[src/sv/sprq_ram.sv]
// generic single write port, single read port ram with registered read
module sprq_ram #(
  parameter int WIDTH = 8,
  parameter int DEPTH = 16
) (
  input  logic                     clk_i,
  input  logic                     we_i,
  input  logic [$clog2(DEPTH)-1:0] waddr_i,
  input  logic [WIDTH-1:0]         wdata_i,
  input  logic                     re_i,
  input  logic [$clog2(DEPTH)-1:0] raddr_i,
  output logic [WIDTH-1:0]         rdata_o
);

  logic [WIDTH-1:0] mem_q [DEPTH];
  logic [WIDTH-1:0] rdata_q;

  always_ff @(posedge clk_i) begin
    if (we_i) mem_q[waddr_i] <= wdata_i;
    if (re_i) rdata_q <= mem_q[raddr_i];
  end

  assign rdata_o = rdata_q;

endmodule

[config.mk]
export PLATFORM = sky130hd
export DESIGN_NAME = sprq_ram
export DESIGN_NICKNAME = d
export VERILOG_FILES = /design/src/sv/sprq_ram.sv
export SDC_FILE = /design/constraint.sdc
export NUM_CORES = 1
export LEC_CHECK = 0
export BUFFER_PORTS_ARGS = -buffer_cell sky130_fd_sc_hd__buf_2
export CORE_UTILIZATION = 40
export CTS_CLUSTER_SIZE = 12
export DETAILED_ROUTE_END_ITERATION = 10
export PLACE_DENSITY_LB_ADDON = 0.12
export SYNTH_ARGS = -nofsm -noshare
export SYNTH_HDL_FRONTEND = slang
export SYNTH_SLANG_ARGS = --single-unit
[constraint.sdc]
create_clock -name clk_i -period 1.62 [get_ports clk_i]
set_clock_uncertainty 0.05 [all_clocks]
set_input_delay 0.162 -clock clk_i [delete_from_list [all_inputs] [get_ports clk_i]]
set_output_delay 0.162 -clock clk_i [all_outputs]
set_load 0.03 [all_outputs]
==> results.md <==
- Number of fillers in the final layout: 1,009
- Setup Viol. Count Final: 0
- H-Tree Depth: 4
- Worst Path Arrival: 1.65 ns
- Final Hold Viols: 0
- Post-Synthesis Cells: 229
- Starting Density: 0.413
- CP Max Fanout: 1
- Buffers plus inverters on the worst setup path: 0
- Synth-to-Final Area Change: 23.6%
- Critical-path top delay cell: mux4_2
- Final Net Count: 313
- Commonest cells after routing, fill and taps aside: edfxtp_1 (136), buf_4 (27), buf_2 (26)
- Status: finished clean
- WS Path Type: register to register
- Placeable Area: 12,700 um2
- 1st-iter DRT viols: 198
- Clock slew at reported path FFs: 0.06 ns
- TritonCTS buffer count: 17
- DP Area: 5750 um2
- Synth cell types: 18
- Clock network power share: 0.508
- DIE AREA: 13,500 um2
- GP Congestion: 0.752
- # DRC: 0
- Later-pin clock latency in the skew report: 0.42 ns
- Total clock sinks: 136
- Via/cell ratio: 5.13
- Syn_area_per_cell: 22.8 um2
- WP data required: 1.73 ns
- Hold slack: 0.0708 ns
- F_max: 646 MHz
- Mapped cell area: 5230 um2
- Clock Root Buffer: clkbuf_16
- Synth Net Count: 248
- FP Rows: 41
- Share of layout cells above drive strength 1: 0.352
- Vias: 2,458
- Critical Path Sink Type: register
- Final period util: 0.955
- First-pass GRT wire length: 15,500 um
- WL/cell: 21.5 um
- Crit-path max cell delay: 0.49 ns
- Placement Setup Slack: -0.251 ns
- RSZ-0062 raised after global routing: false
- Switching power total: 1.64 mW
- Slew margin rel.: 0.501
- Die Span Y: 116 um
- Setup WS post-layout: 0.0727 ns
- Power Total: 8.96 mW
- Total Routing Usage GR: 0.173
- Iteration count of the initial detailed-routing pass: 4
- Comb power frac: 0.047
- Number of global-route vias before repair: 2,510
- Port bufs: 26
- CP cell instances: mux4_2, a22oi_1, nand2_1
- Hold Crit Class: input port to register
- Min Tclk post-route: 1.55 ns
- Crit path max-delay family: multiplexers
- DP HPWL: 6630 um
- Maxcap violations: 0
- Switch share: 0.183
- TritonCTS clock tree: built
- Most common cell after layout, fill and taps aside: edfxtp_1
- # hold bufs at CTS: 0
- Clock Tree Buf Depth: 2
- P_int: 7.32 mW
- Drt total wl: 10,300 um
- Die width: 116 um
- Largest net degree at the start of global routing: 17
- Boundary Pins: 27
- ANT nets after route: 0
- Leak: 2.22 nW
- Fin. max-slew vios: 0
- #FFs+latches synth: 136
- Worst vdd ir: 0.000596 V
- Seq pwr share: 0.445
- Worst-Margin Slew: 0.747 ns
- Placed Cells: 447
- Sequential share of the synthesized area: 0.781
- Warnings from Yosys: 0
- Finished Cell Area: 6460 um2
- Antenna diode count: 0
- CP Launch Type: register
- Pwr/cell area: 1390 nW/um2
- Overflow after GRT: 0
- Non-filler instance count after layout: 479
- Antenna violations before repair: 0
## synthesized netlist by cell type
library cell,number,area share
nand3_1,1,0.00096
a22oi_1,16,0.023
mux4_2,18,0.078
nand3b_1,2,0.0029
and2_1,1,0.0012
clkdlybuf4s25_2,3,0.0057
nor2b_1,1,0.0012
nand2b_1,2,0.0024
edfxtp_1,136,0.78
nor2_1,13,0.0093
nand2_1,9,0.0065
mux4_1,14,0.070
buf_2,3,0.0029
and2b_1,1,0.0014
or3b_2,1,0.0017
buf_6,3,0.0065
buf_4,1,0.0014
nor3_1,4,0.0038
## metal layers
layer / wire length, um / track usage / vias to the layer above / part of all wire
met5: 0 / 0 / - / 0
met4: 174 / 0.0795 / 0 / 0.017
met3: 276 / 0.0451 / 15 / 0.027
met2: 4980 / 0.262 / 41 / 0.48
met1: 4870 / 0.234 / 1290 / 0.47
li1: - / - / 1112 / -
## worst paths after layout
| path | from | end | slack, ns | depth (start not counted) |
|---|---|---|---|---|
| worst min register to register | mem_q[14][5] | rdata_o[5] | 0.70 | 3 |
| worst max-delay path | mem_q[3][7] | rdata_o[7] | 0.07 | 3 |
| worst max register to register | mem_q[3][7] | rdata_o[7] | 0.07 | 3 |
| worst min-delay path | re_i | rdata_o[0] | 0.07 | 1 |
## state kept, by name, indices dropped and copies added, names as in the netlist
signal	flops
rdata_o	8
mem_q	128
## area by class of cell
cell class	count	area (um2)	area share
clock inverters	15	279	0.0432
clock buffers	17	425	0.0658
flip-flops and latches	136	4080	0.632
multi-input cells	83	1070	0.165
repair buffers	56	393	0.0608
well taps	172	215	0.0333
## stage by stage
stage                     setup TNS (ns)  utilization
after floorplan                        0            -
after global placement             -1.03        0.454
after detailed placement           -1.21        0.454
after CTS                              0        0.510
after global routing                   0        0.510
final                                  0        0.510
## power by group through the flow
| stage | clock network, mW | registers [mW] | logic [mW] |
|---|---|---|---|
| after floorplan | 0 | 4.09 | 0.200 |
| after CTS | 4.64 | 3.99 | 0.431 |
| after global placement | 0 | 4.06 | 0.424 |
| after global routing | 4.76 | 3.99 | 0.459 |
| after detailed placement | 0 | 4.06 | 0.428 |
| final | 4.55 | 3.99 | 0.421 |
## repair_timing
action                                  CTS  global route
gates cloned                              0             0
resized for setup                         1             0
endpoints found under the setup margin    1             1
setup buffers                             0             0
pin swaps                                 0             1
## cell families (layout without fill, tap and decap cells)
family	after synthesis	count (layout)	synth area share
flip-flops	136	136	0.781
AND/OR/NAND/NOR	35	35	0.0314
multiplexers	32	32	0.148
AO/OA/AOI/OAI	16	16	0.0230
buffers and inverters	10	88	0.0165
(Power assumes the default switching activity.)
