==> src/sv/sprq_pkg.sv <==
// shared types, constants and helpers of the strict priority request queue
package sprq_pkg;

  localparam int CLS_MAX      = 16;
  localparam int POOL         = 1024;
  localparam int CLS_W        = $clog2(CLS_MAX);
  localparam int PTR_W        = $clog2(POOL);
  localparam int CNT_W        = $clog2(POOL + 1);
  localparam int BUF_W        = 16;
  localparam int QP_W         = 24;
  localparam int PRIO_W       = 8;
  localparam int SPRIO_W      = 4;
  localparam int CFG_W        = 5;
  localparam int PAY_W        = BUF_W + QP_W;
  localparam int IN_DATA_W    = 48;
  localparam int OUT_DATA_W   = 48;
  localparam int OUT_FIELDS_W = BUF_W + QP_W + SPRIO_W;

  localparam logic [CFG_W-1:0] NPRIO_RESET = 5'd16;

  typedef enum logic [1:0] {
    ST_OK       = 2'd0,
    ST_FULL     = 2'd1,
    ST_BAD_PRIO = 2'd2,
    ST_EMPTY    = 2'd3
  } status_e;

  typedef logic [PTR_W-1:0] ptr_t;

  typedef struct packed {
    logic             pay_we;
    ptr_t             pay_waddr;
    logic [PAY_W-1:0] pay_wdata;
    logic             pay_re;
    ptr_t             pay_raddr;
    logic             nxt_we;
    ptr_t             nxt_waddr;
    ptr_t             nxt_wdata;
    logic             nxt_re;
    ptr_t             nxt_raddr;
  } mem_req_t;

  typedef struct packed {
    status_e            status;
    logic [BUF_W-1:0]   buffer_id;
    logic [QP_W-1:0]    source_qp;
    logic [SPRIO_W-1:0] priority_cls;
  } result_t;

  // lowest set bit of the class mask
  function automatic logic [CLS_W-1:0] first_set(input logic [CLS_MAX-1:0] v);
    logic [CLS_W-1:0] idx;
    idx = '0;
    for (int i = CLS_MAX - 1; i >= 0; i--) begin
      if (v[i]) idx = CLS_W'(i);
    end
    return idx;
  endfunction

endpackage

==> src/sv/sprq_seq.sv <==
// sequencer with class tables, free list pointers and result register
module sprq_seq (
  input  logic                          clk_i,
  input  logic                          rst_ni,
  input  logic                          in_valid_i,
  output logic                          in_ready_o,
  input  logic                          in_mode_i,
  input  logic [sprq_pkg::BUF_W-1:0]    in_buffer_id_i,
  input  logic [sprq_pkg::QP_W-1:0]     in_source_qp_i,
  input  logic [sprq_pkg::PRIO_W-1:0]   in_priority_i,
  input  logic [sprq_pkg::CFG_W-1:0]    num_prio_i,
  output sprq_pkg::mem_req_t            mem_o,
  input  logic [sprq_pkg::PAY_W-1:0]    pay_rdata_i,
  input  sprq_pkg::ptr_t                nxt_rdata_i,
  output logic                          out_valid_o,
  input  logic                          out_ready_i,
  output sprq_pkg::result_t             out_res_o
);

  typedef enum logic {S_IDLE, S_EXEC} state_e;

  state_e                          state_q;
  logic [sprq_pkg::CLS_MAX-1:0]    nonempty_q;
  sprq_pkg::ptr_t                  head_q [sprq_pkg::CLS_MAX];
  sprq_pkg::ptr_t                  tail_q [sprq_pkg::CLS_MAX];
  sprq_pkg::ptr_t                  free_head_q;
  logic [sprq_pkg::CNT_W-1:0]      used_q;
  logic [sprq_pkg::CNT_W-1:0]      mark_q;
  logic                            op_mode_q;
  sprq_pkg::status_e               op_status_q;
  sprq_pkg::ptr_t                  op_slot_q;
  logic [sprq_pkg::CLS_W-1:0]      op_cls_q;
  logic                            op_drain_q;
  sprq_pkg::ptr_t                  fh_save_q;
  logic                            unwr_q;
  sprq_pkg::ptr_t                  succ_q;
  logic                            out_valid_q;
  sprq_pkg::result_t               out_res_q;
  sprq_pkg::result_t               out_res_d;

  logic                            accept;
  logic                            prio_ok;
  logic                            full;
  logic [sprq_pkg::CLS_W-1:0]      enq_cls;
  logic                            any;
  logic [sprq_pkg::CLS_W-1:0]      srv_cls;
  sprq_pkg::ptr_t                  srv_slot;
  logic                            drain;
  logic                            enq_go;
  logic                            srv_go;
  sprq_pkg::ptr_t                  rd_addr;
  sprq_pkg::status_e               acc_status;
  sprq_pkg::ptr_t                  nxt_val;
  logic                            exec_fire;
  logic                            exec_ok;

  always_comb begin
    accept    = in_valid_i && (state_q == S_IDLE);
    prio_ok   = ({1'b0, in_priority_i} < (sprq_pkg::PRIO_W + 1)'(num_prio_i)) &&
                ({1'b0, in_priority_i} < (sprq_pkg::PRIO_W + 1)'(sprq_pkg::CLS_MAX));
    full      = (used_q == sprq_pkg::CNT_W'(sprq_pkg::POOL));
    enq_cls   = in_priority_i[sprq_pkg::CLS_W-1:0];
    any       = |nonempty_q;
    srv_cls   = sprq_pkg::first_set(nonempty_q);
    srv_slot  = head_q[srv_cls];
    drain     = (srv_slot == tail_q[srv_cls]);
    enq_go    = accept && !in_mode_i && prio_ok && !full;
    srv_go    = accept && in_mode_i && any;
    rd_addr   = in_mode_i ? srv_slot : free_head_q;
    if (in_mode_i) begin
      acc_status = any ? sprq_pkg::ST_OK : sprq_pkg::ST_EMPTY;
    end else if (!prio_ok) begin
      acc_status = sprq_pkg::ST_BAD_PRIO;
    end else if (full) begin
      acc_status = sprq_pkg::ST_FULL;
    end else begin
      acc_status = sprq_pkg::ST_OK;
    end
    // never written entries still hold the initial index order chain
    nxt_val   = unwr_q ? succ_q : nxt_rdata_i;
    exec_fire = (state_q == S_EXEC) && (!out_valid_q || out_ready_i);
    exec_ok   = exec_fire && (op_status_q == sprq_pkg::ST_OK);
  end

  always_comb begin
    out_res_d        = '0;
    out_res_d.status = op_status_q;
    if (op_mode_q && (op_status_q == sprq_pkg::ST_OK)) begin
      out_res_d.buffer_id    = pay_rdata_i[sprq_pkg::BUF_W-1:0];
      out_res_d.source_qp    = pay_rdata_i[sprq_pkg::PAY_W-1:sprq_pkg::BUF_W];
      out_res_d.priority_cls = sprq_pkg::SPRIO_W'(op_cls_q);
    end
  end

  always_comb begin
    mem_o           = '0;
    mem_o.pay_we    = enq_go;
    mem_o.pay_waddr = free_head_q;
    mem_o.pay_wdata = {in_source_qp_i, in_buffer_id_i};
    mem_o.pay_re    = srv_go;
    mem_o.pay_raddr = srv_slot;
    mem_o.nxt_re    = enq_go || srv_go;
    mem_o.nxt_raddr = rd_addr;
    if (enq_go && nonempty_q[enq_cls]) begin
      mem_o.nxt_we    = 1'b1;
      mem_o.nxt_waddr = tail_q[enq_cls];
      mem_o.nxt_wdata = free_head_q;
    end else if (exec_ok && op_mode_q) begin
      mem_o.nxt_we    = 1'b1;
      mem_o.nxt_waddr = op_slot_q;
      mem_o.nxt_wdata = fh_save_q;
    end
  end

  always_ff @(posedge clk_i or negedge rst_ni) begin
    if (!rst_ni) begin
      state_q     <= S_IDLE;
      nonempty_q  <= '0;
      for (int i = 0; i < sprq_pkg::CLS_MAX; i++) begin
        head_q[i] <= '0;
        tail_q[i] <= '0;
      end
      free_head_q <= '0;
      used_q      <= '0;
      mark_q      <= '0;
      op_mode_q   <= 1'b0;
      op_status_q <= sprq_pkg::ST_OK;
      op_slot_q   <= '0;
      op_cls_q    <= '0;
      op_drain_q  <= 1'b0;
      fh_save_q   <= '0;
      unwr_q      <= 1'b0;
      succ_q      <= '0;
      out_valid_q <= 1'b0;
      out_res_q   <= '0;
    end else begin
      if (accept) begin
        state_q     <= S_EXEC;
        op_mode_q   <= in_mode_i;
        op_status_q <= acc_status;
        op_slot_q   <= rd_addr;
        op_cls_q    <= in_mode_i ? srv_cls : enq_cls;
        op_drain_q  <= drain;
        unwr_q      <= ({1'b0, rd_addr} >= mark_q);
        succ_q      <= (rd_addr == sprq_pkg::PTR_W'(sprq_pkg::POOL - 1)) ? '0 :
                       rd_addr + sprq_pkg::PTR_W'(1);
      end
      if (enq_go) begin
        if (!nonempty_q[enq_cls]) head_q[enq_cls] <= free_head_q;
        tail_q[enq_cls]     <= free_head_q;
        nonempty_q[enq_cls] <= 1'b1;
        used_q              <= used_q + sprq_pkg::CNT_W'(1);
      end
      if (srv_go) begin
        if (drain) nonempty_q[srv_cls] <= 1'b0;
        fh_save_q   <= free_head_q;
        free_head_q <= srv_slot;
        used_q      <= used_q - sprq_pkg::CNT_W'(1);
      end
      if (exec_ok && !op_mode_q) begin
        free_head_q <= nxt_val;
        if ({1'b0, op_slot_q} == mark_q) mark_q <= mark_q + sprq_pkg::CNT_W'(1);
      end
      if (exec_ok && op_mode_q && !op_drain_q) begin
        head_q[op_cls_q] <= nxt_val;
      end
      if (exec_fire) begin
        state_q     <= S_IDLE;
        out_valid_q <= 1'b1;
        out_res_q   <= out_res_d;
      end else if (out_valid_q && out_ready_i) begin
        out_valid_q <= 1'b0;
      end
    end
  end

  assign in_ready_o  = (state_q == S_IDLE);
  assign out_valid_o = out_valid_q;
  assign out_res_o   = out_res_q;

  a_used_le_mark: assert property (@(posedge clk_i) disable iff (!rst_ni)
    (state_q == S_IDLE) |-> (used_q <= mark_q))
    else $error("more entries in use than ever allocated");

  a_mark_bound: assert property (@(posedge clk_i) disable iff (!rst_ni)
    mark_q <= sprq_pkg::CNT_W'(sprq_pkg::POOL)) else $error("fill mark past pool");

  a_empty_mask: assert property (@(posedge clk_i) disable iff (!rst_ni)
    (used_q == '0) |-> (nonempty_q == '0)) else $error("class marked with empty pool");

  a_accept_exec: assert property (@(posedge clk_i) disable iff (!rst_ni)
    accept |=> (state_q == S_EXEC)) else $error("accepted item not executed");

  a_no_fire_full: assert property (@(posedge clk_i) disable iff (!rst_ni)
    (out_valid_q && !out_ready_i && state_q == S_EXEC) |=> $stable(out_res_q))
    else $error("pending result overwritten");

endmodule

==> config.mk <==
export PLATFORM = sky130hd
export DESIGN_NAME = sprq_seq
export DESIGN_NICKNAME = d
export VERILOG_FILES = /design/src/sv/sprq_pkg.sv /design/src/sv/sprq_seq.sv
export SDC_FILE = /design/constraint.sdc
export NUM_CORES = 1
export LEC_CHECK = 0
export BUFFER_PORTS_ARGS = -buffer_cell sky130_fd_sc_hd__buf_2
export CAP_MARGIN = 30
export CORE_MARGIN = 4
export CORE_UTILIZATION = 51
export CTS_BUF_LIST = sky130_fd_sc_hd__clkbuf_8 sky130_fd_sc_hd__clkbuf_16
export CTS_CLUSTER_DIAMETER = 60
export CTS_CLUSTER_SIZE = 30
export DETAILED_ROUTE_END_ITERATION = 8
export PLACE_DENSITY = 0.71
export SLEW_MARGIN = 20
export SYNTH_ARGS = -nofsm -noshare
export SYNTH_HDL_FRONTEND = slang
export SYNTH_SLANG_ARGS = --single-unit
export TNS_END_PERCENT = 100
==> constraint.sdc <==
create_clock -name clk_i -period 6 [get_ports clk_i]
set_input_delay 1.2 -clock clk_i [delete_from_list [all_inputs] [get_ports clk_i]]
set_output_delay 1.2 -clock clk_i [all_outputs]
set_load 0.02 [all_outputs]
==> results.sh, run 1 <==
export IMPL_worstPathArrival_ns=4.64
export IMPL_unrepaired_setup_endpoints_after_global_routing="false"
export IMPL_worst_endpoint_required_ns=4.80
export IMPL_tritoncts_clock_tree="built"
export IMPL_post_drt_via_cell_ratio=6.47
export IMPL_totalNegativeSetupSlack_ns=0
export IMPL_tritoncts_num_sinks=455
export IMPL_syn_inst=2459
export IMPL_synth_seq_cells=455
export IMPL_design_die_area_sq_um=53800
export IMPL_initial_core_utilization=0.519
export IMPL_avgRoutedWirePerCell_um=27.9
export IMPL_critPathKind="reg -> out"
export IMPL_io_buffer_count=169
export IMPL_ctsHoldBuffers=0
export IMPL_timing_rr_end="unwr_q"
export IMPL_number_of_cells_in_the_finished_layout_apart_from_fillers=3196
export IMPL_clock_transition_at_the_register_clock_pins_on_the_worst_setup_and_hold_paths_after_cts_ns=0.09
export IMPL_synthDistinctLibCells=93
export IMPL_grt_first_pass_wirelength_mm=134
export IMPL_ctsHtreeMaxLevel=2
export IMPL_final_weighted_congestion_of_routability_driven_global_placement=0.999
export IMPL_ys_top_cells_by_count="sky130_fd_sc_hd__dfrtp_1 (455), sky130_fd_sc_hd__nand2_1 (236), sky130_fd_sc_hd__mux2i_1 (234)"
export IMPL_timing_hold_worst_class="reg -> reg"
export IMPL_global_route_usage_over_all_layers=0.328
export IMPL_synth_largest_type_area_fraction=0.446
export IMPL_clock_insertion_delay_worst_skew_ns=0.59
export IMPL_total_number_of_yosys_warnings=0
export IMPL_post_synth_top_count_cell="sky130_fd_sc_hd__dfrtp_1"
export IMPL_pin_count_of_the_biggest_net_entering_global_routing=140
export IMPL_final_core_util=0.572
export IMPL_outcome="finished clean"
export IMPL_dp_hpwl_mm=60.7
export IMPL_num_nets_final=2637
export IMPL_cp_max_fo=14
export IMPL_synth_area_top_cells="sky130_fd_sc_hd__dfrtp_1 (45%), sky130_fd_sc_hd__mux2i_1 (9.2%), sky130_fd_sc_hd__mux2_2 (7.4%)"
export IMPL_wl_mm=89.0
export IMPL_critPathTopFamily="compound AO/OA/AOI/OAI gates"
export IMPL_via_count=20700
export IMPL_timing_final_setup_violations=0
export IMPL_regToRegSetupSlack_ns=0.83
export IMPL_rows=81
export IMPL_fp_coreArea_sq_um=49300
export IMPL_synth_enable_flop_cells=0
export IMPL_synth_net_count=2593
export IMPL_fillCellCount=4175
export IMPL_postRouteAntennaNets=0
export IMPL_count_of_routing_violations_after_the_opening_detailed_route_iteration=2451
export IMPL_cts_setup_buffers=0
export IMPL_synth_largest_area_cell="sky130_fd_sc_hd__dfrtp_1"
export IMPL_areaGrowthSynthToFinish_pct=10.2
export IMPL_root_buffer="sky130_fd_sc_hd__clkbuf_16"
export IMPL_crit_path_top_delay_cell="sky130_fd_sc_hd__o21ai_1"
export IMPL_worst_case_reg_to_reg_path_depth=17
export IMPL_cp_num_buf_inv=4
export IMPL_floorplan_die_height_um=232
export IMPL_io_pins=250
export IMPL_finalWorstPathRequiredPeriod_ns=5.84
export IMPL_drt_pass1_iter_count=7
export IMPL_syn_mean_instance_area_sq_um=10.4
export IMPL_power_ir_vdd_worst_uv=232
export IMPL_finalCritPeriodShare=0.974
export IMPL_finalHoldViolCount=0
export IMPL_worst_slew_pin_transition_ns=1.02
export IMPL_number_of_antenna_violations_at_the_first_check_in_global_routing=3
export IMPL_r2r_start="nonempty_q[7]"
export IMPL_holdPathStages=2
export IMPL_synth_async_sr_flop_share=1.00
export IMPL_worst_hold_startpoint="fh_save_q[9]"
export IMPL_cp_slowest_stage_delay_ns=0.88
export IMPL_drive_above_1_share=0.241
export IMPL_slew_violations=0
export IMPL_yosysSeqAreaShare=0.446
export IMPL_finalHoldWorstSlack_ns=0.484
export IMPL_first_global_vias=20700
export IMPL_synth_ff_type="sky130_fd_sc_hd__dfrtp_1"
export IMPL_total_leakage_power_nw=13.0
export IMPL_cts_max_path_buffers=3
export IMPL_synth_cell_area_sq_um=25600
export IMPL_timing_hold_worst_endpoint="fh_save_q[9]"
export IMPL_worst_clock_skew_ns=0.0468
export IMPL_route_detailed_drc=0
export IMPL_relSlewSlack=0.317
export IMPL_worstSetupStartpointType="register"
export IMPL_dieWidth_um=232
export IMPL_cap_violations=0
export IMPL_worst_setup_path_end_kind="output port"
export IMPL_crit_path_cell_trace="buf_4 -> nor2_1 -> o311ai_2 -> o21ai_1 -> nor2_1 -> buf_4 -> a22oi_1 -> o221ai_1 -> nor2_2 -> a21boi_1 -> inv_1 -> buf_2"
export IMPL_numPlacedInstances=3124
export IMPL_cts_inserted_buffers=36
export IMPL_max_freq_mhz=171
export IMPL_globalRouteOverflowTotal=0
export IMPL_power_density_nw_per_um2=439
## flip-flops by register name, indices dropped and copies added, names as in the netlist
name / cells
used_q: 11
op_mode_q: 1
succ_q: 10
free_head_q: 10
mark_q: 11
op_drain_q: 1
op_slot_q: 10
tail_q: 160
head_q: 160
state_q: 1
out_valid_o: 1
nonempty_q: 16
fh_save_q: 10
unwr_q: 1
out_res_o: 46
op_cls_q: 4
op_status_q: 2
## final cells by class
| class | count | area [sq um] | area share |
|---|---|---|---|
| tap | 664 | 831 | 0.0295 |
| clock buffer | 38 | 940 | 0.0334 |
| antenna | 1 | 2.50 | 0.0000888 |
| sequential | 455 | 11400 | 0.404 |
| clock inverter | 28 | 334 | 0.0119 |
| multi-input combinational | 1682 | 12800 | 0.454 |
| timing repair buffer | 270 | 1670 | 0.0592 |
| inverter | 58 | 219 | 0.00777 |
## worst max-delay path by stage
stage	end	depth (start not counted)	from	slack (ns)
after floorplan	used_q[9]	17	in_mode_i	1.36
final	mem_o[6]	12	nonempty_q[0]	0.16
after global routing	mem_o[6]	12	nonempty_q[0]	0.04
after global placement	mem_o[9]	9	nonempty_q[15]	0.80
after CTS	mem_o[9]	9	nonempty_q[15]	0.08
after detailed placement	mem_o[9]	9	nonempty_q[15]	0.71
## stage by stage
step                worst slack [ns]  instance area [sq um]  power, mW
detailed placement             0.709                  26800       9.65
finish                         0.155                  28200       12.4
global placement               0.796                  26800       9.54
floorplan                       1.36                  25600       7.64
global route                  0.0417                  28200       12.9
CTS                           0.0798                  28100       12.3
## layout by cell type (no fill, tap or decap), types with 15 or more instances in the layout
master	instances
sky130_fd_sc_hd__nand2_1	236
sky130_fd_sc_hd__o21ai_0	99
sky130_fd_sc_hd__o211ai_1	17
sky130_fd_sc_hd__a22oi_1	27
sky130_fd_sc_hd__a21oi_1	168
sky130_fd_sc_hd__buf_4	94
sky130_fd_sc_hd__buf_2	168
sky130_fd_sc_hd__mux4_2	55
sky130_fd_sc_hd__nand3_1	38
sky130_fd_sc_hd__nor2b_1	37
sky130_fd_sc_hd__mux2i_1	234
sky130_fd_sc_hd__nor3_1	15
sky130_fd_sc_hd__ha_1	25
sky130_fd_sc_hd__nor2_1	177
sky130_fd_sc_hd__clkbuf_16	37
sky130_fd_sc_hd__xnor2_1	36
sky130_fd_sc_hd__a22o_1	66
sky130_fd_sc_hd__nand4_1	30
sky130_fd_sc_hd__inv_1	56
sky130_fd_sc_hd__dfrtp_1	455
sky130_fd_sc_hd__mux2_2	167
## per-layer routing
metal | part of all wire | global-route usage | up-vias | routed length [um]
met5 | 0 | 0 | - | 0
met4 | 0.055 | 0.157 | 0 | 4900
met3 | 0.10 | 0.0753 | 282 | 9090
met2 | 0.45 | 0.507 | 1212 | 39800
met1 | 0.40 | 0.441 | 10300 | 35200
li1 | - | - | 8903 | -
## cells by family (layout without fill, tap and decap cells)
kind of cell	Yosys count	count (layout)	synth area share
AND/OR/NAND/NOR	633	633	0.118
flip-flops	455	455	0.446
adder cells (fa/ha/maj)	26	26	0.0130
AO/OA/AOI/OAI	526	526	0.138
XOR/XNOR	41	41	0.0141
multiplexers	456	456	0.214
buffers and inverters	322	394	0.0577
other	0	1	0
## repair_timing
action                                  in CTS  in global routing
endpoints found under the setup margin       0                  1
endpoints found under the hold margin        0                  0
resized for setup                            0                  1
## report_power, final
part           internal, mW  switching (mW)  total [mW]
combinational          1.78            3.55        5.33
sequential             3.78           0.649        4.43
clock                  1.30            1.32        2.62
total                  6.87            5.51        12.4
## worst reg2reg max path: stages, from the launching register on
cell	delay, ns
sky130_fd_sc_hd__dfrtp_1	0.52
sky130_fd_sc_hd__nor4_1	0.54
sky130_fd_sc_hd__o31ai_1	0.16
sky130_fd_sc_hd__buf_4	0.21
sky130_fd_sc_hd__a21oi_1	0.58
sky130_fd_sc_hd__nor2_1	0.37
sky130_fd_sc_hd__a211oi_1	0.54
sky130_fd_sc_hd__and3_1	0.49
sky130_fd_sc_hd__mux2i_1	0.22
sky130_fd_sc_hd__inv_1	0.15
sky130_fd_sc_hd__ha_1	0.24
sky130_fd_sc_hd__a21boi_0	0.13
sky130_fd_sc_hd__o21a_1	0.18
sky130_fd_sc_hd__o21a_1	0.16
sky130_fd_sc_hd__o21a_1	0.17
sky130_fd_sc_hd__o21a_1	0.16
sky130_fd_sc_hd__o21ai_0	0.14
sky130_fd_sc_hd__a21oi_1	0.08
No activity file was read; power rests on OpenSTA's default activity.
==> inputs of run 2 (changes only) <==
--- a/config.mk
+++ b/config.mk
@@ -14,6 +14,7 @@
 export CTS_CLUSTER_SIZE = 30
 export DETAILED_ROUTE_END_ITERATION = 8
 export PLACE_DENSITY = 0.71
+export REMOVE_ABC_BUFFERS = 1
 export SLEW_MARGIN = 20
 export SYNTH_ARGS = -nofsm -noshare
 export SYNTH_HDL_FRONTEND = slang
==> run 2 against run 1 <==
Net effect:
- sequential power barely moved
- critical path type unchanged
- first-iteration DRC count fell by 0.69%
- largest cell class unchanged
- via count rose by 1.7%
- register-to-register slack improved by 0.12 ns
- die area did not move
==> results.sh, run 2 (synthesis gave the netlist of run 1 again) <==
export IMPL_outcome="finished clean"
export IMPL_ctsHtreeMaxLevel=2
export IMPL_wl_mm=91.0
export IMPL_finalHoldViolCount=0
export IMPL_number_of_cells_in_the_finished_layout_apart_from_fillers=3203
export IMPL_avgRoutedWirePerCell_um=28.4
export IMPL_cp_max_fo=17
export IMPL_route_detailed_drc=0
export IMPL_postRouteAntennaNets=0
export IMPL_floorplan_die_height_um=232
export IMPL_io_pins=250
export IMPL_critPathKind="reg -> out"
export IMPL_initial_core_utilization=0.519
export IMPL_setup_slack_ns=0.174
export IMPL_power_combinational_fraction=0.431
export IMPL_count_of_routing_violations_after_the_opening_detailed_route_iteration=2434
export IMPL_totalNegativeSetupSlack_ns=0
export IMPL_switching_share=0.449
export IMPL_timing_final_setup_violations=0
export IMPL_design_die_area_sq_um=53800
export IMPL_clock_transition_at_the_register_clock_pins_on_the_worst_setup_and_hold_paths_after_cts_ns=0.09
export IMPL_layout_commonest_cell="sky130_fd_sc_hd__dfrtp_1"
export IMPL_dp_hpwl_mm=61.6
export IMPL_drive_above_1_share=0.243
export IMPL_cap_violations=0
export IMPL_r2r_start="nonempty_q[0]"
export IMPL_via_count=21000
export IMPL_areaGrowthSynthToFinish_pct=10.5
export IMPL_number_of_antenna_violations_at_the_first_check_in_global_routing=3
export IMPL_power_density_nw_per_um2=444
export IMPL_dieWidth_um=232
export IMPL_max_freq_mhz=172
export IMPL_finalWorstPathRequiredPeriod_ns=5.83
export IMPL_tritoncts_num_sinks=455
export IMPL_total_leakage_power_nw=13.1
export IMPL_power_ir_vdd_worst_uv=244
export IMPL_fillCellCount=4143
export IMPL_post_drt_via_cell_ratio=6.57
export IMPL_seq_power_share=0.355
export IMPL_relSlewSlack=0.309
export IMPL_globalRouteOverflowTotal=0
export IMPL_worstSetupStartpointType="register"
export IMPL_io_buffer_count=169
export IMPL_final_weighted_congestion_of_routability_driven_global_placement=1.02
export IMPL_clock_insertion_delay_worst_skew_ns=0.60
export IMPL_cts_inserted_buffers=37
export IMPL_tritoncts_clock_tree="built"
export IMPL_power_clock_fraction=0.214
export IMPL_unrepaired_setup_endpoints_after_global_routing="false"
export IMPL_worst_slew_pin_transition_ns=1.03
export IMPL_cts_max_path_buffers=3
export IMPL_num_nets_final=2641
export IMPL_setup_worst_path_start="nonempty_q[7]"
export IMPL_fp_coreArea_sq_um=49300
export IMPL_setup_slack_placement_ns=0.610
export IMPL_most_common_layout_cells="sky130_fd_sc_hd__dfrtp_1 (455), sky130_fd_sc_hd__nand2_1 (236), sky130_fd_sc_hd__mux2i_1 (234)"
export IMPL_worst_setup_path_end_kind="output port"
export IMPL_net_switching_power_mw=5.64
export IMPL_pin_count_of_the_biggest_net_entering_global_routing=172
export IMPL_grt_first_pass_wirelength_mm=135
export IMPL_finalCritPeriodShare=0.971
export IMPL_numPlacedInstances=3130
export IMPL_worst_endpoint_required_ns=4.80
export IMPL_global_route_usage_over_all_layers=0.332
export IMPL_worstPathArrival_ns=4.63
export IMPL_slew_violations=0
export IMPL_first_global_vias=20700
export IMPL_internal_power_mw=6.91
export IMPL_rows=81
export IMPL_drt_pass1_iter_count=7
export IMPL_root_buffer="sky130_fd_sc_hd__clkbuf_16"
export IMPL_worst_clock_skew_ns=0.0511
export IMPL_timing_hold_worst_class="in -> async"
[run 2: cell count changes in the layout (fill, tap and decap cells not counted), moves of 2 or more]
cell,delta
sky130_fd_sc_hd__inv_8,+4
sky130_fd_sc_hd__buf_8,-2
sky130_fd_sc_hd__buf_4,+6
sky130_fd_sc_hd__inv_6,-2
sky130_fd_sc_hd__diode_2,+2
sky130_fd_sc_hd__clkinv_2,-2
sky130_fd_sc_hd__clkbuf_16,+2
[run 2: final timing paths]
| path | endpoint | slack, ns | cells after the start |
|---|---|---|---|
| setup / recovery | mem_o[9] | 0.17 | 9 |
| hold / removal | out_res_o[9] | 0.40 | 1 |
| setup reg to reg | unwr_q | 0.95 | 18 |
| hold reg to reg | fh_save_q[6] | 0.48 | 2 |
| max in group asynchronous | tail_q[78] | 4.41 | 3 |
| min in group clk_i | fh_save_q[6] | 0.48 | 2 |
[run 2: final cells by class]
cell class	count	area, sq um	area share
Timing Repair Buffer	273	1690	0.0600
Clock inverter	28	327	0.0116
Sequential cell	455	11400	0.403
Inverter	58	219	0.00775
Multi-Input combinational cell	1682	12800	0.453
Clock buffer	40	990	0.0350
Tap cell	664	831	0.0294
Antenna cell	3	7.51	0.000266
[run 2: worst max-delay path, stage by stage (launching register included)]
cell	delay (ns)
sky130_fd_sc_hd__dfrtp_1	0.52
sky130_fd_sc_hd__or3b_1	0.45
sky130_fd_sc_hd__a311oi_4	0.53
sky130_fd_sc_hd__a211o_2	0.44
sky130_fd_sc_hd__buf_4	0.28
sky130_fd_sc_hd__nor2_1	0.10
sky130_fd_sc_hd__a22oi_1	0.44
sky130_fd_sc_hd__and4_1	0.65
sky130_fd_sc_hd__mux2_2	0.39
sky130_fd_sc_hd__buf_2	0.22
[run 2: what timing repair did]
| item | 4_1_cts | 5_1_grt |
|---|---|---|
| gates resized for setup | 1 | 0 |
| setup endpoints to repair | 1 | 0 |
| hold buffers | 0 | 0 |
| setup buffers | 0 | 0 |
[run 2: through the flow]
stage | power, mW | cell area [sq um] | hold WS [ns] | util
CTS | 12.4 | 28200 | 0.385 | 0.572
global route | 13.0 | 28200 | 0.384 | 0.573
global placement | 9.65 | 26900 | 0.461 | 0.545
finish | 12.5 | 28200 | 0.398 | 0.573
floorplan | 7.38 | 24300 | 0.443 | -
detailed placement | 9.75 | 26900 | 0.464 | 0.546
[run 2: power by group through the flow]
| stage | combinational [mW] | sequential [mW] | clock (mW) |
|---|---|---|---|
| after global placement | 5.18 | 4.47 | 0 |
| final | 5.41 | 4.46 | 2.68 |
| after global routing | 5.71 | 4.52 | 2.82 |
| after floorplan | 2.85 | 4.53 | 0 |
| after CTS | 5.30 | 4.43 | 2.70 |
| after detailed placement | 5.27 | 4.48 | 0 |
[run 2: per-layer routing]
| metal | track usage | routed length, um |
|---|---|---|
| met1 | 0.431 | 35500 |
| met2 | 0.533 | 42100 |
| met3 | 0.0898 | 9350 |
| met4 | 0.129 | 3990 |
| met5 | 0.00643 | 57 |
==> inputs of run 3 (changes only) <==
--- a/config.mk
+++ b/config.mk
@@ -5,8 +5,8 @@
 export SDC_FILE = /design/constraint.sdc
 export NUM_CORES = 1
 export LEC_CHECK = 0
+export ABC_AREA = 1
 export BUFFER_PORTS_ARGS = -buffer_cell sky130_fd_sc_hd__buf_2
-export CAP_MARGIN = 30
 export CORE_MARGIN = 4
 export CORE_UTILIZATION = 51
 export CTS_BUF_LIST = sky130_fd_sc_hd__clkbuf_8 sky130_fd_sc_hd__clkbuf_16
==> run 3 against run 2 <==
Net effect:
- sequential power is 9.4% lower
- first-iteration DRC count grew 53%
- worst hold slack improved by 0.083 ns
- clock power is 3% higher
- critical path depth grew 16
- routed wire length is 5.2% higher
- clock skew is 0.014 ns lower
- largest power group is now sequential cells
- highest routed layer unchanged
==> results.sh, run 3 <==
export IMPL_outcome="finished clean"
export IMPL_cp_num_buf_inv=3
export IMPL_number_of_antenna_violations_at_the_first_check_in_global_routing=1
export IMPL_route_detailed_drc=0
export IMPL_syn_inst=3564
export IMPL_slew_violations=0
export IMPL_cts_max_path_buffers=3
export IMPL_globalRouteOverflowTotal=0
export IMPL_cts_setup_buffers=0
export IMPL_ctsHtreeMaxLevel=2
export IMPL_pin_count_of_the_biggest_net_entering_global_routing=135
export IMPL_tritoncts_clock_tree="built"
export IMPL_floorplan_die_height_um=235
export IMPL_cp_slowest_stage_delay_ns=0.49
export IMPL_worstSetupStartpointType="register"
export IMPL_postRouteAntennaNets=0
export IMPL_synthDistinctLibCells=49
export IMPL_timing_final_setup_violations=0
export IMPL_worstPathArrival_ns=4.51
export IMPL_synth_largest_type_area_fraction=0.432
export IMPL_total_number_of_yosys_warnings=0
export IMPL_worst_endpoint_required_ns=4.80
export IMPL_syn_mean_instance_area_sq_um=7.39
export IMPL_cap_violations=0
export IMPL_post_synth_top_count_cell="sky130_fd_sc_hd__nand2_1"
export IMPL_synth_largest_area_cell="sky130_fd_sc_hd__dfrtp_1"
export IMPL_root_buffer="sky130_fd_sc_hd__clkbuf_16"
export IMPL_worst_setup_path_end_kind="output port"
export IMPL_critPathKind="reg -> out"
export IMPL_post_synthesis_xor_xnor_area_fraction=0.00831
export IMPL_areaGrowthSynthToFinish_pct=8.37
export IMPL_worst_slew_pin_transition_ns=1.09
export IMPL_design_die_area_sq_um=55300
export IMPL_synth_area_top_cells="sky130_fd_sc_hd__dfrtp_1 (43%), sky130_fd_sc_hd__nand2_1 (12%), sky130_fd_sc_hd__o21ai_0 (10%)"
export IMPL_unrepaired_setup_endpoints_after_global_routing="false"
export IMPL_cp_max_fo=44
export IMPL_power_density_nw_per_um2=354
export IMPL_crit_path_top_delay_cell="sky130_fd_sc_hd__buf_4"
export IMPL_clock_transition_at_the_register_clock_pins_on_the_worst_setup_and_hold_paths_after_cts_ns=0.09
export IMPL_finalCritPeriodShare=0.951
export IMPL_global_route_usage_over_all_layers=0.335
export IMPL_critical_path_top_cell_by_count="sky130_fd_sc_hd__nand2_1"
export IMPL_power_ir_vdd_worst_uv=189
export IMPL_simple_gate_area_share_of_the_yosys_netlist=0.229
export IMPL_total_leakage_power_nw=13.7
export IMPL_synth_cell_area_sq_um=26300
export IMPL_initial_core_utilization=0.514
export IMPL_drt_pass1_iter_count=8
export IMPL_largest_family_of_logic_cells_by_synthesized_area="simple AND/OR/NAND/NOR gates"
export IMPL_synth_ff_type="sky130_fd_sc_hd__dfrtp_1"
export IMPL_max_freq_mhz=175
export IMPL_rows=83
export IMPL_synth_seq_cells=455
export IMPL_setup_slack_ns=0.294
export IMPL_synth_adder_area_share=0.0126
export IMPL_yosysSeqAreaShare=0.432
export IMPL_fillCellCount=4793
export IMPL_count_of_routing_violations_after_the_opening_detailed_route_iteration=3736
export IMPL_worst_clock_skew_ns=0.0374
export IMPL_final_weighted_congestion_of_routability_driven_global_placement=1.01
export IMPL_wl_mm=95.8
export IMPL_timing_hold_worst_class="reg -> reg"
export IMPL_post_drt_via_cell_ratio=5.95
export IMPL_drive_above_1_share=0.0997
export IMPL_clock_insertion_delay_worst_skew_ns=0.60
export IMPL_synth_async_sr_flop_share=1.00
export IMPL_avgRoutedWirePerCell_um=22.5
export IMPL_synth_mux_area_fraction=0.000855
export IMPL_tritoncts_num_sinks=455
export IMPL_dp_hpwl_mm=64.4
export IMPL_ys_top_cells_by_count="sky130_fd_sc_hd__nand2_1 (839), sky130_fd_sc_hd__o21ai_0 (547), sky130_fd_sc_hd__inv_1 (530)"
export IMPL_setup_slack_placement_ns=0.994
export IMPL_num_nets_final=3685
export IMPL_number_of_cells_in_the_finished_layout_apart_from_fillers=4261
export IMPL_first_global_vias=23400
export IMPL_via_count=25400
export IMPL_fp_coreArea_sq_um=51200
export IMPL_finalWorstPathRequiredPeriod_ns=5.71
export IMPL_cts_inserted_buffers=38
export IMPL_ctsHoldBuffers=0
export IMPL_most_common_layout_cells="sky130_fd_sc_hd__nand2_1 (838), sky130_fd_sc_hd__o21ai_0 (546), sky130_fd_sc_hd__inv_1 (531)"
export IMPL_io_pins=250
export IMPL_cts_resized=0
export IMPL_finalHoldViolCount=0
export IMPL_critPathTopFamily="simple AND/OR/NAND/NOR gates"
export IMPL_synth_compound_gate_area_share=0.188
export IMPL_relSlewSlack=0.268
export IMPL_io_buffer_count=169
export IMPL_layout_commonest_cell="sky130_fd_sc_hd__nand2_1"
export IMPL_numPlacedInstances=4191
export IMPL_grt_first_pass_wirelength_mm=146
export IMPL_synth_enable_flop_cells=0
export IMPL_dieWidth_um=235
## run 3: cell count changes after synthesis, sizes merged, moves of 89 or more
cell   previous run  this run
a21oi           169        67
inv              55       546
mux2            167         2
mux2i           234         0
nand2           236       851
nand3            39       128
nand4            32       132
o21ai           106       567
## run 3: logic make-up after synthesis
logic type	Yosys count
AND/OR/NAND/NOR	1357
flip-flops	455
AO/OA/AOI/OAI	871
multiplexers	2
adder cells (fa/ha/maj)	26
buffers and inverters	828
XOR/XNOR	25
## run 3: where the power goes
group          total, mW  switching [mW]  internal, mW  leakage (nW)
Clock               2.75            1.40          1.34         0.649
Sequential          4.04           0.454          3.59          5.79
Combinational       3.32            2.40         0.912          7.25
## run 3: layer usage
metal  track usage  wire length (um)
met1         0.479             39100
met2         0.480             39500
met3        0.0969             12600
met4         0.137              4480
met5       0.00779                78
## run 3: path summary, 6_finish.rpt
check	startpoint	to	slack (ns)	depth (start not counted)
min	used_q[10]	used_q[10]	0.48	1
max in group asynchronous	rst_ni	head_q[79]	4.16	2
max	nonempty_q[14]	mem_o[7]	0.29	25
max reg2reg	nonempty_q[14]	op_drain_q	1.13	30
min reg2reg	used_q[10]	used_q[10]	0.48	1
min in group asynchronous	rst_ni	out_res_o[42]	0.55	1
## run 3: cell type report
type / count / area, sq um / area share
flip-flops and latches: 455 / 11400 / 0.399
clock buffers: 40 / 990 / 0.0347
inverters: 551 / 2070 / 0.0725
repair buffers: 224 / 1310 / 0.0458
well taps: 680 / 851 / 0.0298
diodes: 1 / 2.50 / 0.0000877
multi-input cells: 2281 / 11600 / 0.406
clock inverters: 29 / 354 / 0.0124
## run 3: per-stage QoR
stage	hold slack [ns]	TNS (ns)	total power, mW	instance area, sq um	util
after floorplan	0.441	-2.03	5.78	25000	-
after global placement	0.457	0	7.25	27200	0.531
after detailed placement	0.459	0	7.29	27200	0.531
after CTS	0.482	0	10.0	28500	0.557
after global routing	0.511	0	10.5	28500	0.557
final	0.481	0	10.1	28500	0.557
